## config.mk

```make
export PLATFORM = sky130hd
export DESIGN_NAME = mwo_front
export DESIGN_NICKNAME = d
export VERILOG_FILES = /design/src/hdl/mwo_pkg.sv /design/src/hdl/mwo_front.sv
export SDC_FILE = /design/constraint.sdc
export NUM_CORES = 1
export LEC_CHECK = 0
export ABC_AREA = 1
export BUFFER_PORTS_ARGS = -buffer_cell sky130_fd_sc_hd__clkbuf_2
export CORE_MARGIN = 5
export CORE_UTILIZATION = 55
export CTS_CLUSTER_DIAMETER = 50
export DETAILED_ROUTE_END_ITERATION = 6
export GPL_TIMING_DRIVEN = 0
export HOLD_SLACK_MARGIN = 0.03
export PLACE_DENSITY_LB_ADDON = 0.3
export SETUP_SLACK_MARGIN = 0.2
export SYNTH_ARGS = -nofsm -noshare
export SYNTH_HDL_FRONTEND = slang
export SYNTH_SLANG_ARGS = --single-unit
export TNS_END_PERCENT = 10
```

## constraint.sdc

```tcl
create_clock -name clk -period 8.3 [get_ports clk]
set_input_delay 0.415 -clock clk [delete_from_list [all_inputs] [get_ports clk]]
set_output_delay 0.415 -clock clk [all_outputs]
set_load 0.005 [all_outputs]
```

## src/hdl/mwo_pkg.sv

```systemverilog
// Shared types, constants and tables for the mecanum wheel odometry core.
package mwo_pkg;

    localparam int PosW    = 32;
    localparam int DeltaW  = 33;
    localparam int TSumW   = 35;
    localparam int ScaleW  = 24;
    localparam int ProdW   = TSumW + ScaleW + 1;
    localparam int HeadW   = 19;
    localparam int AngW    = 20;
    localparam int TrigW   = 27;
    localparam int RotW    = DeltaW + TrigW;
    localparam int Steps   = 16;
    localparam int StepW   = 4;
    localparam int QDepth  = 2;
    localparam int QPtrW   = 1;
    localparam int InDataW  = 128;
    localparam int OutDataW = 88;

    localparam logic [ScaleW-1:0] ScaleReset = 24'd65536;
    localparam logic signed [HeadW-1:0] QPi     = 19'sd205887;
    localparam logic signed [AngW-1:0]  QHalfPi = 20'sd102944;
    localparam logic signed [AngW-1:0]  QTwoPi  = 20'sd411775;
    localparam logic signed [TrigW-1:0] CordicGain = 27'sd10187982;

    typedef struct packed {
        logic signed [DeltaW-1:0] dx;
        logic signed [DeltaW-1:0] dy;
        logic signed [TSumW-1:0]  tsum;
    } mwo_entry_t;

    typedef enum logic [2:0] {
        B_IDLE,
        B_MUL,
        B_ANG,
        B_CORD,
        B_PA,
        B_PB,
        B_PC
    } mwo_state_t;

    function automatic logic [15:0] atan_q16(input logic [StepW-1:0] i);
        logic [15:0] v;
        case (i)
            4'd0:    v = 16'd51472;
            4'd1:    v = 16'd30386;
            4'd2:    v = 16'd16055;
            4'd3:    v = 16'd8150;
            4'd4:    v = 16'd4091;
            4'd5:    v = 16'd2047;
            4'd6:    v = 16'd1024;
            4'd7:    v = 16'd512;
            4'd8:    v = 16'd256;
            4'd9:    v = 16'd128;
            4'd10:   v = 16'd64;
            4'd11:   v = 16'd32;
            4'd12:   v = 16'd16;
            4'd13:   v = 16'd8;
            4'd14:   v = 16'd4;
            4'd15:   v = 16'd2;
            default: v = 16'd0;
        endcase
        return v;
    endfunction

endpackage

```

## src/hdl/mwo_front.sv

```systemverilog
// Front end: wheel deltas against stored travel and body delta sums.
module mwo_front (
    input  logic                         clk,
    input  logic                         rst_n,
    input  logic                         accept,
    input  logic [mwo_pkg::InDataW-1:0]  data,
    output mwo_pkg::mwo_entry_t          entry
);

    logic signed [mwo_pkg::PosW-1:0] last_reg [4];
    logic signed [mwo_pkg::PosW-1:0] pos [4];
    logic signed [mwo_pkg::DeltaW-1:0] d [4];
    logic signed [mwo_pkg::TSumW-1:0] sx, sy;

    always_comb
    begin
        for (int i = 0; i < 4; i++)
        begin
            pos[i] = data[i*mwo_pkg::PosW +: mwo_pkg::PosW];
            d[i] = mwo_pkg::DeltaW'(pos[i]) - mwo_pkg::DeltaW'(last_reg[i]);
        end
        sx = mwo_pkg::TSumW'(d[0]) + mwo_pkg::TSumW'(d[1])
           + mwo_pkg::TSumW'(d[2]) + mwo_pkg::TSumW'(d[3]);
        sy = -mwo_pkg::TSumW'(d[0]) + mwo_pkg::TSumW'(d[1])
           + mwo_pkg::TSumW'(d[2]) - mwo_pkg::TSumW'(d[3]);
        entry.tsum = -mwo_pkg::TSumW'(d[0]) + mwo_pkg::TSumW'(d[1])
                   - mwo_pkg::TSumW'(d[2]) + mwo_pkg::TSumW'(d[3]);
        // divide by four, rounding half up
        entry.dx = mwo_pkg::DeltaW'((sx + mwo_pkg::TSumW'(2)) >>> 2);
        entry.dy = mwo_pkg::DeltaW'((sy + mwo_pkg::TSumW'(2)) >>> 2);
    end

    always_ff @(posedge clk or negedge rst_n)
    begin
        if (!rst_n)
        begin
            for (int i = 0; i < 4; i++)
                last_reg[i] <= '0;
        end
        else if (accept)
        begin
            for (int i = 0; i < 4; i++)
                last_reg[i] <= pos[i];
        end
    end

endmodule

```

Word level (Yosys, flattened, before mapping)
Cells that the tools add are included.
{"block": "totals", "ff_bits": 128, "inputBits": 131, "out_inout_bits": 101, "elab_cells": 19}
{"block": "op_classes", "add_sub_neg": 15}
{"cell": "$add A35 B33 Y35", "n": 4}
{"cell": "$sub A32 B32 Y33", "n": 4}
{"cell": "$add A35 B3 Y35 const B", "n": 2}
{"cell": "$sub A35 B33 Y35", "n": 2}
{"cell": "$add A34 B33 Y35", "n": 1}
{"cell": "$neg A33 Y35", "n": 1}
{"cell": "$add A33 B33 Y34", "n": 1}

Depth between registers and ports, before layout
{"block": "depth", "ltp_word": 6, "ltp_mapped": 40, "depth_no_buf": 40}

Least setup slack after synthesis
Ideal clock, no wire load.
{"block": "synth_timing", "path_kind": "input to output", "start": "input data[0] (netlist bit)", "end": "output entry[61] (netlist bit)", "arrival_ns": 6.150, "required_time_ns": 7.885, "path_slack_ns": 1.735, "path_stages": 36, "path_buffers": 0, "cell_sequence": "inv_1 -> ha_1 -> fa_1 -> inv_1 -> nand3_1 -> nand3_2 -> xor2_1 -> inv_1 -> ha_1 -> nand2_1 -> o21ai_0 -> nor2_1 -> nor3_1 -> nor2_1 -> o21ai_0 -> nand2_1 -> nand2_2 -> a21oi_4 -> o21ai_0 -> xor2_1 -> inv_1 -> fa_1 -> ha_1 -> ha_1 -> nand2_1 -> nor2_1 -> nand4_1 -> nor4b_1 -> a21oi_1 -> inv_1 -> a21oi_1 -> inv_1 -> a21oi_1 -> o21ai_0 -> a21oi_1 -> xnor2_1"}
{"element": "start, declared", "line": "mwo_front.sv:6", "rtl": "input logic [mwo_pkg::InDataW-1:0] data,"}
{"element": "end, declared", "line": "mwo_front.sv:7", "rtl": "output mwo_pkg::mwo_entry_t entry"}

==> results.py <==
metrics = {
    "cells_and_area": {
        "final_util_pct": 63.4,
        "multi_input_area_sq_um": 17100,
        "stdcell_area_sq_um": 25400,
        "drive_gt1_share_pct": 12.7,
        "syn2layout_area_growth_pct": 13.5,
        "fin_cells": 3980,
        "nets": 4003,
        "num-fill-cells": 3681,
        "ff_latch_area_sq_um": 3200,
        "insertedDiodeCount": 0,
        "final_cell_mix": "nand2_1 (703), inv_1 (622), ha_1 (282), a21oi_1 (262), clkbuf_2 (229)",
        "largest_reg_flops": 128,
        "final_common_cell": "nand2_1",
    },
    "global_route": {
        "grt_pass1_vias": 21800,
        "antenna_found_initial": 0,
        "grt_use_total_pct": 32.6,
        "grt_overflow": 0,
        "grt_max_degree": 66,
        "grt_pass1_wl_microns": 114000,
    },
    "sta": {
        "slew_viol_final": 0,
        "clock_skew_ps": 0,
        "setup_viol": 0,
        "worst_pin_slew_ps": 1310,
        "slew_headroom_pct": 13.0,
        "hold_viol": 0,
        "fmax_ghz": 0.126,
        "min_period_over_period_pct": 95.5,
        "fin_hold_ws_ps": 155,
        "rsz0062_at_grt": "true",
        "post-route-min-period_ps": 7930,
    },
    "synth": {
        "synth_edf_count": 0,
        "synthMuxAreaShare_pct": 0,
        "syn-cell-area_sq_um": 22400,
        "synthCells": 3176,
        "synth_compound_area_share_pct": 16.2,
        "avgSynthCellArea_sq_um": 7.04,
        "ys_types": 52,
        "syn_nets": 3736,
        "ys_seq_elements": 128,
        "synth_top_family_by_area": "adder cells",
        "ys.flop_type": "dfrtp_1",
        "yosys.area_share.simple_pct": 20.5,
        "synth_xor_area_share_pct": 9.21,
        "ys_seq_area_share_pct": 14.3,
        "ys_async_sr_fraction_pct": 100,
        "yosys_warnings": 0,
        "synth_fa_ha_area_share_pct": 28.7,
    },
    "clock_network": {
        "clk_pin_slew_ps": 70,
        "cts_root_buf": "clkbuf_16",
        "clk_path_buf_depth": 2,
        "ctsHtreeMaxLevel": 4,
        "cts_made_buffers": 17,
        "cts_num_sinks": 128,
        "insertion_delay_ps": 480,
        "cts_tree": "yes",
    },
    "drt": {
        "drtPass1Iterations": 6,
        "routed_wl_microns": 74200,
        "wl_per_cell_microns": 18.6,
        "drc_errors": 0,
        "dr.first_iter.drc_count": 1743,
        "antenna_left": 0,
        "vias_per_cell": 5.57,
        "num_vias": 22200,
    },
    "placed_design": {
        "place_area_sq_um": 24200,
        "portBuffers": 230,
        "gp_congestion": 1.03,
        "dp.cells": 3932,
        "dp_hpwl_microns": 64000,
    },
    "run_status": {
        "run_status": "finished clean",
    },
    "die": {
        "die_y_microns": 212,
        "die_width_microns": 212,
        "start_util_pct": 55.9,
        "rows": 73,
        "dieArea_sq_um": 44800,
        "coreArea_sq_um": 40000,
        "top_level_ports": 232,
    },
    "critical_path": {
        "reg2reg_depth": 2,
        "crit_required_ps": 7890,
        "endpoint_kind": "output port",
        "crit_arrival_ps": 7510,
        "slowest_stage": "fa_1",
        "slowest_delay_ps": 590,
        "critical_path_class": "reg2out",
        "start_kind": "register",
        "cp_max_fo": 5,
    },
    "flow_run": {
        "cap_viol_max_count": 0,
    },
    "worst_hold_path": {
        "holdPathStages": 3,
        "min_path_type": "in2reg",
    },
}
==> path summary, 6_finish.rpt <==
path | from | endpoint | slack, ps
min in group asynchronous | rst_n | last_reg[35] | 480
hold / removal | data[91] | last_reg[59] | 150
setup / recovery | last_reg[64] | entry[65] | 370
max in group asynchronous | rst_n | last_reg[27] | 7050
setup reg to reg | last_reg[33] | last_reg[33] | 7570
hold reg to reg | last_reg[87] | last_reg[87] | 520
==> logic make-up (layout without fill, tap and decap cells) <==
kind of cell / Yosys count / in the layout
flops: 128 / 128
simple gates: 1082 / 1082
buf+inv: 660 / 939
xor+xnor: 235 / 235
compound gates: 642 / 642
fa+ha+maj: 429 / 429
==> Yosys cell counts, types with 12 or more instances <==
master    instances  share of area [%]
nand2_1         708                 12
inv_1           624                 10
ha_1            290                 16
a21oi_1         266                6.0
o21ai_0         224                5.0
xor2_1          167                6.5
nor2_1          143                2.4
fa_1            139                 12
dfrtp_1         128                 14
nand3_1          95                2.1
xnor2_1          68                2.7
nand2_2          39                1.1
nand4_1          36                1.0
o21bai_1         29               0.97
clkbuf_1         27               0.45
a31oi_1          20               0.56
nor3_1           17               0.38
a21o_1           16               0.54
nor2_2           13               0.36
o21ai_1          12               0.27
==> layout make-up <==
type                       count  share of cell area [%]
sequential                   128                    12.6
tap                          525                    2.59
timing repair buffer         248                    5.19
inverter                     631                    9.34
multi-input combinational   2388                    67.4
clock inverter                12                   0.735
clock buffer                  19                    1.71
buffer                        29                   0.434
==> worst max-delay path: cells and delay by family (launching register included) <==
| kind | cells | cell delay (ps) |
|---|---|---|
| adders and majority gates | 6 | 2270 |
| and+or+nand+nor | 10 | 1540 |
| buffers and inverters | 7 | 750 |
| xor gates and xnor gates | 3 | 870 |
| DFF | 1 | 400 |
| AOI/OAI and AO/OA | 8 | 1200 |
==> metal layers <==
layer	up-vias	share of wire (%)	GRT usage, %
met2	728	45	52.1
met4	0	3.1	10.4
met1	10700	44	45.6
met5	-	0	0
met3	125	7.4	5.01
li1	10700	-	-
==> repair_timing <==
item | CTS | global route
setup endpoints to repair | 10 | 17
pin swaps | 2 | 20
hold endpoints to repair | 63 | 0
hold buffers | 1 | 0
resized for setup | 24 | 54
buffers inserted | 1 | 15
==> through the flow <==
stage	setup TNS, ps	worst slack [ps]
4_1_cts	0	184
3_5_place_dp	-872	-312
3_3_place_gp	-681	-238
6_report	0	372
5_1_grt	0	26.0
2_1_floorplan	0	1740
Power is not shown: default switching activity piles up to over one toggle a cycle in this logic, so the estimate is an artifact.
