===== src/hdl/mwo_pkg.sv =====
// Shared types, constants and tables for the mecanum wheel odometry core.
package mwo_pkg;

    localparam int PosW    = 32;
    localparam int DeltaW  = 33;
    localparam int TSumW   = 35;
    localparam int ScaleW  = 24;
    localparam int ProdW   = TSumW + ScaleW + 1;
    localparam int HeadW   = 19;
    localparam int AngW    = 20;
    localparam int TrigW   = 27;
    localparam int RotW    = DeltaW + TrigW;
    localparam int Steps   = 16;
    localparam int StepW   = 4;
    localparam int QDepth  = 2;
    localparam int QPtrW   = 1;
    localparam int InDataW  = 128;
    localparam int OutDataW = 88;

    localparam logic [ScaleW-1:0] ScaleReset = 24'd65536;
    localparam logic signed [HeadW-1:0] QPi     = 19'sd205887;
    localparam logic signed [AngW-1:0]  QHalfPi = 20'sd102944;
    localparam logic signed [AngW-1:0]  QTwoPi  = 20'sd411775;
    localparam logic signed [TrigW-1:0] CordicGain = 27'sd10187982;

    typedef struct packed {
        logic signed [DeltaW-1:0] dx;
        logic signed [DeltaW-1:0] dy;
        logic signed [TSumW-1:0]  tsum;
    } mwo_entry_t;

    typedef enum logic [2:0] {
        B_IDLE,
        B_MUL,
        B_ANG,
        B_CORD,
        B_PA,
        B_PB,
        B_PC
    } mwo_state_t;

    function automatic logic [15:0] atan_q16(input logic [StepW-1:0] i);
        logic [15:0] v;
        case (i)
            4'd0:    v = 16'd51472;
            4'd1:    v = 16'd30386;
            4'd2:    v = 16'd16055;
            4'd3:    v = 16'd8150;
            4'd4:    v = 16'd4091;
            4'd5:    v = 16'd2047;
            4'd6:    v = 16'd1024;
            4'd7:    v = 16'd512;
            4'd8:    v = 16'd256;
            4'd9:    v = 16'd128;
            4'd10:   v = 16'd64;
            4'd11:   v = 16'd32;
            4'd12:   v = 16'd16;
            4'd13:   v = 16'd8;
            4'd14:   v = 16'd4;
            4'd15:   v = 16'd2;
            default: v = 16'd0;
        endcase
        return v;
    endfunction

endpackage


===== src/hdl/mwo_queue.sv =====
// Two-entry queue between the front end and the pose sequencer.
module mwo_queue (
    input  logic                clk,
    input  logic                rst_n,
    input  logic                push,
    input  mwo_pkg::mwo_entry_t wr_entry,
    input  logic                pop,
    output mwo_pkg::mwo_entry_t rd_entry,
    output logic                full,
    output logic                empty
);

    mwo_pkg::mwo_entry_t q_reg [mwo_pkg::QDepth];
    logic [mwo_pkg::QPtrW-1:0] wr_reg, rd_reg;
    logic [mwo_pkg::QPtrW:0]   cnt_reg;

    assign full     = (cnt_reg == (mwo_pkg::QPtrW+1)'(mwo_pkg::QDepth));
    assign empty    = (cnt_reg == '0);
    assign rd_entry = q_reg[rd_reg];

    always_ff @(posedge clk)
    begin
        if (push)
            q_reg[wr_reg] <= wr_entry;
    end

    always_ff @(posedge clk or negedge rst_n)
    begin
        if (!rst_n)
        begin
            wr_reg  <= '0;
            rd_reg  <= '0;
            cnt_reg <= '0;
        end
        else
        begin
            if (push)
                wr_reg <= wr_reg + 1'b1;
            if (pop)
                rd_reg <= rd_reg + 1'b1;
            if (push && !pop)
                cnt_reg <= cnt_reg + 1'b1;
            else if (pop && !push)
                cnt_reg <= cnt_reg - 1'b1;
        end
    end

endmodule


===== config.mk =====
export PLATFORM = sky130hd
export DESIGN_NAME = mwo_queue
export DESIGN_NICKNAME = d
export VERILOG_FILES = /design/src/hdl/mwo_pkg.sv /design/src/hdl/mwo_queue.sv
export SDC_FILE = /design/constraint.sdc
export NUM_CORES = 1
export LEC_CHECK = 0
export ABC_AREA = 1
export CORE_MARGIN = 3
export CORE_UTILIZATION = 45
export CTS_BUF_LIST = sky130_fd_sc_hd__clkbuf_16
export DETAILED_ROUTE_END_ITERATION = 7
export DONT_BUFFER_PORTS = 1
export MAX_ROUTING_LAYER = met4
export PLACE_DENSITY = 0.68
export SLEW_MARGIN = 20
export SYNTH_ARGS = -nofsm -noshare
export SYNTH_HDL_FRONTEND = slang
export SYNTH_SLANG_ARGS = --single-unit

===== constraint.sdc =====
create_clock -name clk -period 5.1 [get_ports clk]
set_input_delay 1.275 -clock clk [delete_from_list [all_inputs] [get_ports clk]]
set_output_delay 1.275 -clock clk [all_outputs]
set_load 0.03 [all_outputs]

* Word-level counts from Yosys, hierarchy flattened
Memory sizes are Yosys's and may differ from the RTL's. Cells that the tools add are included.
Cells by class: equality and inequality tests 1, reduce and logical (&&, ||, !) cells 6, muxes and demuxes 4, add/sub/neg operators 4
Operators by type and width (number):
- 2-bit 2-to-1 mux | 2
- 1-bit adder, second input constant | 2
- 2-bit by 1-bit adder with 2-bit output, second input constant | 1
- 2-bit == test, second input constant | 1
- 1-bit logical AND | 2
- 1-bit zero test | 2
- 2-bit zero test | 1
- 1-bit 2-to-1 mux | 2
- 2-bit nonzero test | 1
- 2-bit by 1-bit subtractor with 2-bit output, second input constant | 1
Storage, ports and cells: register bits after elaboration 4, memory bits (writable) 202, word-level logic and storage cells 19, input bits 105, output and inout bits 103, memories kept 1
Memories:
- q_reg | depth 2, bits a word 101, read ports 1, clocked after Yosys merged registers in 0, write ports 1, RTL line mwo_queue.sv:13 | mwo_pkg::mwo_entry_t q_reg [mwo_pkg::QDepth];

* Depth between registers and ports, before layout
Gate-level depths: netlist of the first run.
depth in word-level cells 4, mapped depth 7, mapped depth without buffers 7

* Worst setup path after synthesis of the first run
No wires, ideal clock.
kind input-to-reg, from input push, to memory q_reg[0][0] in the netlist's numbering (enable), arrival time 5543 ps, setup time 564 ps, cell stages on the path 2, buffers on the path 0, required time 4536 ps, slack -1007 ps, cells stage by stage inv_1 nor2_1
Between the ends: longest elaborated chain between the ends 2
Ends and longest elaborated chain:
- start, declared | RTL line mwo_queue.sv:5 | input logic push,
- 1-bit 2-to-1 mux | RTL line mwo_queue.sv:23 | if (push)
- 1-bit 2-to-1 mux (implied by the code) | RTL line mwo_queue.sv:24 | q_reg[wr_reg] <= wr_entry;
- end, declared | RTL line mwo_queue.sv:13
Every way passes these cells.

==> qor.txt, run 1 <==
Final critical-path required period = 3530 ps
Setup TNS = 0 ps
Crit path launch type = flop
Clock Skews = 7.50 ps
Post-cts resize count = 0
Fin nets = 462
Initial Utilization = 46.5%
Final ANT Viol Nets = 0
Reg power frac = 42.0%
Clk_lat worst skew = 480 ps
DIE AREA = 19000 sq um
Multi-input gate area = 1530 sq um
Register area share after synthesis = 78.9%
Leakage = 3.15 nW
CP Max Fanout = 37
RePlAce Congestion = 0.741
Internal Power = 0.00382 W
Vias per Instance = 5.11
RSZ-0062 raised after global routing = false
Most frequent cells in the layout = edfxtp_1 (202), mux2_4 (80), mux2_2 (21), clkbuf_16 (21), inv_1 (10)
Post-Syn Area = 7820 sq um
Post-route DRC = 0
Commonest non-fill, non-tap cell in the layout = edfxtp_1
Layout cells sized above 1 = 37.7%
Critical path origin = rd_reg
Reg-to-reg startpoint = wr_reg
Period Utilization, post-route = 69.1%
First-pass GRT wire length = 17.7 mm
Distinct cells, synth = 15
Clock slew at reported path FFs = 60 ps
CTS tree = yes
Global route overflow = 0
N_diodes = 0
Clk pwr share = 26.7%
DR WL/cell = 21.0 um
Maximum clock insertion buffer count = 3
Max_slew headroom = 45.0%
Die Height = 138 um
Routed wire length = 12.4 mm
Synth Instances = 339
Flop and latch count out of synthesis = 206
Hold buffer count at CTS = 0
Post-synth net total = 445
Sw frac = 33.5%
Via count = 3020
Num Clock Sinks = 206
Status = finished clean
Peak supply drop = 0.000408 V
Pwr Density = 655 nW/um^2
Setup Buffers After CTS = 0
Initial antenna violation count = 0
Achievable clock frequency = 0.284 GHz
Filler cell count in the final layout = 1329
Worst setup path class = reg2out
Area grow syn2layout = 12.1%
Combinational fraction of design power = 31.3%
Root buffer cell = clkbuf_16
Storage element area = 6170 sq um
Fin util = 52.1%
Worst EP arrival = 2250 ps
# setup viols final = 0
Slew Viols, Final = 0
MaxCap Viol Count = 0
Sw Pwr = 0.00192 W
Core Area = 16800 sq um
Buffers added on ports = 0
Hold Vio Cnt, Final = 0
Yosys warning total = 0
Max reg flops = 202
Die width = 138 um
Hold WC Path Type = in2async
All-layer global routing usage = 12.6%
CTS buffer count = 21
Vias in the first global route = 3140
I/O Pins = 208
Dpl hpwl = 8.26 mm
Largest net degree at the start of global routing = 82
Count of standard-cell rows = 47
Worst-Margin Slew = 825 ps
Post-Syn Area per Cell = 23.1 sq um
Starting DRT DRC Count = 203
First-pass DRT Iterations = 4
Level count of the clock H-tree = 1
Worst Path Required = 3830 ps
Critical Path End Type = output port
## cell usage after synthesis
cell      instances  share of area, %
buf_2             2              0.13
buf_6             8               1.2
mux2_4           80                15
inv_1             7              0.34
nand3_1           1             0.064
nor2_1            3              0.14
xnor2_1           1              0.11
xor2_1            2              0.22
nand2_1           5              0.24
ha_1              1              0.16
dfrtp_1           4               1.3
nand4_1           1             0.080
mux2_2           21               3.0
buf_4             1             0.096
edfxtp_1        202                78
## area by class of cell
class                   instances  area share, %
multi-input cells             115           17.4
clock buffers                  21           6.00
well taps                     220           3.14
flip-flops and latches        206           70.4
clock inverters                17           2.10
inverters                       7          0.357
repair buffers                  5          0.571
## critical path: stages, from the launching register on
cell and delay, ps:
dfrtp_4 860, buf_4 470, mux2_4 400
## final timing paths
check | cells past startpoint | slack, ps | end
setup / recovery | 2 | 1570 | rd_entry[62]
hold / removal | 0 | 480 | cnt_reg[0]
setup reg to reg | 3 | 3150 | q_reg[1][40]
hold reg to reg | 2 | 510 | cnt_reg[1]
max in group asynchronous | 0 | 4540 | rd_reg
min in group clk | 2 | 510 | cnt_reg[1]
## power groups by stage
stage                     logic, W  clock network [W]  registers [W]
after floorplan            0.00174                  0        0.00237
after global routing       0.00189            0.00164        0.00245
after detailed placement   0.00182                  0        0.00246
after CTS                  0.00183            0.00157        0.00242
after global placement     0.00180                  0        0.00244
final                      0.00179            0.00153        0.00241
## cell families after synthesis
kind of cell | after synthesis | share of synthesized area (%)
XOR/XNOR | 3 | 0.336
multiplexers | 101 | 18.4
buffers and inverters | 18 | 1.71
flip-flops | 206 | 78.9
adder cells (fa/ha/maj) | 1 | 0.160
AND/OR/NAND/NOR | 10 | 0.528
## layer usage
layer / track usage, % / share of wire (%) / vias to the layer above
met4: 3.35 / 2.4 / 0
met5: - / 0 / -
met3: 7.74 / 16 / 21
met1: 13.0 / 33 / 1479
li1: - / - / 1363
met2: 20.2 / 49 / 157
## per-stage QoR
step | setup WS, ps | instances | hold WS [ps] | area, sq um | power, W
3_5_place_dp | 2050 | 553 | 492 | 8050 | 0.00428
5_1_grt | 1460 | 591 | 449 | 8760 | 0.00597
4_1_cts | 1520 | 591 | 454 | 8760 | 0.00582
6_report | 1570 | 591 | 479 | 8760 | 0.00574
2_1_floorplan | 750 | 339 | 463 | 7820 | 0.00411
3_3_place_gp | 2090 | 553 | 483 | 8050 | 0.00425
Power figures use the tool's default switching activity.
==> run 2, diff against run 1 <==
Settings changed: PLACE_DENSITY 0.68 to 0.66.
Clock period 5.1 ns to 3.5 ns, I/O delays scaled along.
==> run 2 against run 1 <==
  * Utilization fell by 0.33 points
  * Combinational power rose by 51%
  * Setup slack got worse by 1000 ps
  * Clock-buffer cell count did not move
  * Sequential power rose by 44%
  * Total power rose by 42%
==> qor.txt, run 2 (same netlist as run 1, synthesis figures left out) <==
Worst Path Required = 2620 ps (was 3830 ps)
Initial Utilization = 46.5% (unchanged)
Clock Skews = 13.4 ps (was 7.50 ps)
CTS buffer count = 21 (unchanged)
Met3 usage = 7.30% (was 7.74%)
Clk pwr share = 24.4% (was 26.7%)
Crit path cell chain = buf_12 > mux2_2 (was buf_4 > mux2_4)
Peak supply drop = 0.000517 V (was 0.000408 V)
MaxCap Viol Count = 0 (unchanged)
Reg power frac = 42.6% (was 42.0%)
RSZ-0062 raised after global routing = false (unchanged)
Crit-path max cell delay = 760 ps (was 860 ps)
Slew Viols, Final = 0 (unchanged)
Max reg flops = 202 (unchanged)
Final ANT Viol Nets = 0 (unchanged)
Cell Count, Final, Fillers Out = 589 (was 591)
Post-cts resize count = 0 (unchanged)
Maximum clock insertion buffer count = 3 (unchanged)
Leakage = 3.12 nW (was 3.15 nW)
Post-route DRC = 0 (unchanged)
Combinational fraction of design power = 33.1% (was 31.3%)
Routed wire length = 12.7 mm (was 12.4 mm)
Core Area = 16800 sq um (unchanged)
Global route overflow = 0 (unchanged)
Via count = 3033 (was 3020)
Worst EP arrival = 2050 ps (was 2250 ps)
Largest net degree at the start of global routing = 102 (was 82)
# setup viols final = 0 (unchanged)
Setup TNS = 0 ps (unchanged)
Setup slack, reg-to-reg = 2030 ps (was 3150 ps)
Sw Pwr = 0.00281 W (was 0.00192 W)
Global Route met1 Usage = 14.0% (was 13.0%)
Max_slew headroom = 59.9% (was 45.0%)
Internal Power = 0.00536 W (was 0.00382 W)
Count of standard-cell rows = 47 (unchanged)
Buffers added on ports = 0 (unchanged)
Vias per Instance = 5.15 (was 5.11)
First-pass GRT wire length = 18.0 mm (was 17.7 mm)
Reg-to-reg startpoint = wr_reg (unchanged)
Total chip power = 0.00817 W (was 0.00574 W)
Initial antenna violation count = 0 (unchanged)
All-layer global routing usage = 13.0% (was 12.6%)
Hold WC Path Type = in2async (unchanged)
Die width = 138 um (unchanged)
Status = finished clean (unchanged)
Fin nets = 462 (unchanged)
Root buffer cell = clkbuf_16 (unchanged)
Worst-Margin Slew = 600 ps (was 825 ps)
Pwr Density = 938 nW/um^2 (was 655 nW/um^2)
RePlAce Congestion = 0.667 (was 0.741)
Level count of the clock H-tree = 1 (unchanged)
Die Height = 138 um (unchanged)
DR WL/cell = 21.5 um (was 21.0 um)
DIE AREA = 19000 sq um (unchanged)
Layout cells sized above 1 = 37.1% (was 37.7%)
Setup Buffers After CTS = 0 (unchanged)
First-pass DRT Iterations = 4 (unchanged)
N_diodes = 0 (unchanged)
Period Utilization, post-route = 83.6%
Final critical-path required period = 2920 ps
Hold buffer count at CTS = 0 (unchanged)
Critical Path End Type = output port (unchanged)
Placed cells = 553 (unchanged)
Clk_lat worst skew = 490 ps (was 480 ps)
Worst setup path class = reg2out (unchanged)
Clock slew at reported path FFs = 60 ps (about the same)
Critical Path Slowest Stage Cell = dfrtp_4 (unchanged)
FF-to-FF End = q_reg[1][55] (was q_reg[1][40])
Worst r2r path cells = 3 (unchanged)
Starting DRT DRC Count = 165 (was 203)
Vias in the first global route = 3169 (was 3140)
Worst slack at placement = 1030 ps (was 2050 ps)
Final setup margin = 575 ps (was 1570 ps)
Area grow syn2layout = 11.4% (was 12.1%)
Sw frac = 34.4% (was 33.5%)
CP Max Fanout = 35 (was 37)
Hold Vio Cnt, Final = 0 (unchanged)
Num Clock Sinks = 206 (unchanged)
Most frequent cells in the layout = edfxtp_1 (202), mux2_4 (80), mux2_2 (21), clkbuf_16 (21), inv_1 (10) (unchanged)
Commonest non-fill, non-tap cell in the layout = edfxtp_1 (unchanged)
Met2 usage = 21.0% (was 20.2%)
Gr busiest metal = met2 (unchanged)
I/O Pins = 208 (unchanged)
CTS tree = yes (unchanged)
Achievable clock frequency = 0.342 GHz
Crit path launch type = flop (unchanged)
Dpl hpwl = 8.27 mm (was 8.26 mm)
-- run 2: worst max-delay path: cells and delay by family (launching register included) --
kind | cells | cell delay [ps]
buffers and inverters | 1 | 320
multiplexers | 1 | 460
flip-flops | 1 | 760
-- run 2: power by group through the flow --
stage	registers (W)	logic, W	clock network (W)
floorplan	0.00344	0.00253	0
global placement	0.00351	0.00273	0
detailed placement	0.00354	0.00275	0
CTS	0.00349	0.00275	0.00205
global route	0.00353	0.00283	0.00215
finish	0.00348	0.00270	0.00199
-- run 2: final cells by class --
cell class,instances,area [sq um]
clock buffers,21,526
clock inverters,15,93.8
fillers,1346,8110
inverters,7,28.8
multi-input cells,115,1530
flip-flops and latches,206,6170
well taps,220,275
repair buffers,5,87.6
-- run 2: stage by stage --
stage,utilization [%],hold WS [ps],area (sq um)
finish,51.8,73.5,8710
detailed placement,48.1,510,8090
global route,51.8,45.8,8710
global placement,48.1,492,8090
floorplan,-,463,7830
CTS,51.8,50.5,8710
-- run 2: worst max path at each step --
stage                start            end  slack, ps  depth (start not counted)
detailed placement  rd_reg  rd_entry[100]       1030                          2
CTS                 rd_reg  rd_entry[100]        520                          2
floorplan             push    q_reg[1][0]        160                          2
finish              rd_reg  rd_entry[100]        580                          2
global placement    rd_reg   rd_entry[98]       1060                          2
global route        rd_reg  rd_entry[100]        470                          2
-- run 2: per-layer routing --
| layer | part of all wire (%) | wire length, um |
|---|---|---|
| met2 | 49 | 6250 |
| met3 | 16 | 1980 |
| met5 | 0 | 0 |
| met1 | 34 | 4310 |
| met4 | 1.2 | 155 |
==> run 3, diff against run 2 <==
Settings changed: ABC_AREA 1 to 0.
Clock period 3.5 ns to 2.85 ns, I/O delays scaled along.
==> run 3 against run 2 <==
  * Setup slack got worse by 480 ps
  * Hold slack better by 240 ps
  * Synthesized cell count is 2.7% lower
  * Combinational power is 28% higher
  * Clock skew is 3.5 ps lower
  * Die area shrank 0.25%
  * Largest power group unchanged
  * Critical endpoint unchanged
  * Highest routed layer unchanged
  * Flip-flop and latch count is the same
  * Via count about the same
  * Critical path type unchanged
  * Clock-buffer cell count unchanged
==> qor.txt, run 3 <==
Num Clock Sinks = 206 (unchanged)
Share of synthesized registers carrying an async set or reset = 1.94% (unchanged)
Compound-Gate Fraction of Synth Area = 0% (unchanged)
Worst r2r path cells = 2 (was 3)
CTS buffer count = 20 (was 21)
Via count = 3034 (was 3033)
Core Area = 16800 sq um (about the same)
Fin nets = 462 (unchanged)
Final critical-path required period = 2760 ps
Clk_lat worst skew = 470 ps (was 490 ps)
Yosys top cell area share = 77.8% (was 77.6%)
Pwr Density = 1140 nW/um^2 (was 938 nW/um^2)
Worst-Margin Slew = 770 ps (was 600 ps)
Cell family with most CP delay = flip-flops (unchanged)
Vias in the first global route = 3202 (was 3169)
Worst setup path class = reg2out (unchanged)
Worst Path Required = 2140 ps (was 2620 ps)
Post-synthesis xor/xnor area fraction = 0.562% (was 0.336%)
Synth area leader = edfxtp_1 (unchanged)
Clock Skews = 9.91 ps (was 13.4 ps)
Initial antenna violation count = 0 (unchanged)
Die Height = 138 um (about the same)
Largest net degree at the start of global routing = 102 (unchanged)
Mux contribution to synthesized area = 18.4% (about the same)
Fin area = 8770 sq um (was 8710 sq um)
MaxCap Viol Count = 0 (unchanged)
Vias per Instance = 5.19 (was 5.15)
Distinct cells, synth = 14 (was 15)
DR WL/cell = 22.1 um (was 21.5 um)
Buf/Inv on CP = 1 (unchanged)
Flop and latch count out of synthesis = 206 (unchanged)
Critical Path End Type = output port (unchanged)
Maximum clock insertion buffer count = 3 (unchanged)
Count leader, synth = edfxtp_1 (unchanged)
Setup TNS = 0 ps (unchanged)
Storage element area = 6170 sq um (unchanged)
Crit-path max cell delay = 770 ps (was 760 ps)
Dpl hpwl = 8.87 mm (was 8.27 mm)
Achievable clock frequency = 0.362 GHz
Worst EP arrival = 2050 ps (about the same)
Reg-to-reg startpoint = wr_reg (unchanged)
Post-synth top cells = edfxtp_1 (202), mux2_4 (80), mux2_2 (21) (unchanged)
Level count of the clock H-tree = 1 (unchanged)
Buffers added on ports = 0 (unchanged)
Filler cell count in the final layout = 1301 (was 1346)
All-layer global routing usage = 13.3% (was 13.0%)
CP Max Fanout = 30 (was 35)
Status = finished clean (unchanged)
# setup viols final = 0 (unchanged)
Post-DP Area = 8200 sq um (was 8090 sq um)
First-pass DRT Iterations = 4 (unchanged)
EDFF count, synth = 202 (unchanged)
Most frequent cells in the layout = edfxtp_1 (202), mux2_4 (80), mux2_2 (21), clkbuf_16 (21), buf_12 (9) (was edfxtp_1 (202), mux2_4 (80), mux2_2 (21), clkbuf_16 (21), inv_1 (10))
Crit path launch type = flop (unchanged)
Crit path cell chain = buf_4 > mux2_2 (was buf_12 > mux2_2)
CTS tree = yes (unchanged)
Critical Path Slowest Stage Cell = dfrtp_4 (unchanged)
N_diodes = 0 (unchanged)
RePlAce Congestion = 0.646 (was 0.667)
Count of standard-cell rows = 47 (unchanged)
Worst hold endpoint = rd_reg
Main combinational cell family by area after synthesis = multiplexers (unchanged)
FF-to-FF End = q_reg[0][94] (was q_reg[1][55])
Post-cts resize count = 0 (unchanged)
Starting DRT DRC Count = 156 (was 165)
Area grow syn2layout = 12.5% (was 11.4%)
I/O Pins = 208 (unchanged)
Setup Buffers After CTS = 0 (unchanged)
Commonest non-fill, non-tap cell in the layout = edfxtp_1 (unchanged)
Synth area leaders = edfxtp_1 (78%), mux2_4 (15%), mux2_2 (3.0%) (unchanged)
Worst Hold Path Cells = 1
Initial Utilization = 46.5% (about the same)
Adder-Cell Fraction of Synth Area = 0.160% (about the same)
Layout cells sized above 1 = 38.4% (was 37.1%)
Hold WC Path Type = in2reg (was in2async)
Post-Syn Area = 7800 sq um (was 7820 sq um)
Slew Viols, Final = 0 (unchanged)
Max_slew headroom = 48.6% (was 59.9%)
Synth Instances = 330 (was 339)
Max reg flops = 202 (unchanged)
Setup slack, reg-to-reg = 1160 ps (was 2030 ps)
Hold buffer count at CTS = 1 (was 0)
Clock slew at reported path FFs = 60 ps (about the same)
RSZ-0062 raised after global routing = false (unchanged)
Post-Synth Simple-Gate Area = 0.337% (was 0.528%)
Post-Syn Area per Cell = 23.6 sq um (was 23.1 sq um)
Synth Flop Type = edfxtp_1 (unchanged)
Multi-input gate area = 1530 sq um (about the same)
Register area share after synthesis = 79.1% (was 78.9%)
Period Utilization, post-route = 96.8%
Hold Crit Start = pop
Routed wire length = 12.9 mm (was 12.7 mm)
Root buffer cell = clkbuf_16 (unchanged)
First-pass GRT wire length = 18.5 mm (was 18.0 mm)
Global route overflow = 0 (unchanged)
Yosys warning total = 0 (unchanged)
Final ANT Viol Nets = 0 (unchanged)
Peak supply drop = 0.000692 V (was 0.000517 V)
Leakage = 3.14 nW (was 3.12 nW)
Hold Vio Cnt, Final = 0 (unchanged)
Post-synth net total = 436 (was 445)
Post-route DRC = 0 (unchanged)
DIE AREA = 18900 sq um (was 19000 sq um)
Die width = 138 um (about the same)
## run 3: cell types whose count changed after synthesis, moves of 2 or more
cell	previous run	this run
nor2b_1	0	2
xor2_1	2	4
inv_1	7	1
nand2_1	5	0
## run 3: logic make-up (layout without fill, tap and decap cells)
group / Yosys count / count (layout)
buf+inv: 12 / 47
simple gates: 5 / 5
fa+ha+maj: 1 / 1
xor+xnor: 5 / 5
flops: 206 / 206
mux: 101 / 101
## run 3: layout make-up
type                            instances  area share, %
Clock inverter                         10          0.442
Timing Repair Buffer                   15           2.60
Inverter                                1         0.0428
Tap cell                              220           3.14
Multi-Input combinational cell        112           17.4
Clock buffer                           21           5.99
Sequential cell                       206           70.3
## run 3: worst max-delay path by stage
stage	cells after the start	slack, ps	start	end
floorplan	1	180	push	q_reg[0][0]
finish	2	90	rd_reg	rd_entry[100]
CTS	2	50	rd_reg	rd_entry[100]
detailed placement	2	580	rd_reg	rd_entry[100]
global placement	2	620	rd_reg	rd_entry[100]
global route	2	6	rd_reg	rd_entry[100]
## run 3: per-layer routing
| layer | track usage (%) | up-vias | part of all wire, % |
|---|---|---|---|
| met2 | 21.6 | 162 | 49 |
| li1 | - | 1355 | - |
| met1 | 14.2 | 1493 | 34 |
| met3 | 6.87 | 24 | 15 |
| met5 | - | - | 0 |
| met4 | 4.21 | 0 | 2.0 |
## run 3: through the flow
step	setup WS (ps)	hold WS (ps)	total power [W]	std cells	utilization (%)
3_3_place_gp	615	417	0.00780	553	48.9
6_report	91.4	314	0.0100	585	52.3
5_1_grt	5.73	296	0.0104	585	52.3
4_1_cts	53.7	286	0.0102	585	52.3
2_1_floorplan	183	417	0.00732	330	-
3_5_place_dp	584	417	0.00786	553	48.9
## run 3: power breakdown
part	leakage [nW]	internal, W	switching, W
Clock	0.299	0.00131	0.000958
Sequential	1.94	0.00402	0.000262
Combinational	0.900	0.00125	0.00219
Total	3.14	0.00658	0.00342
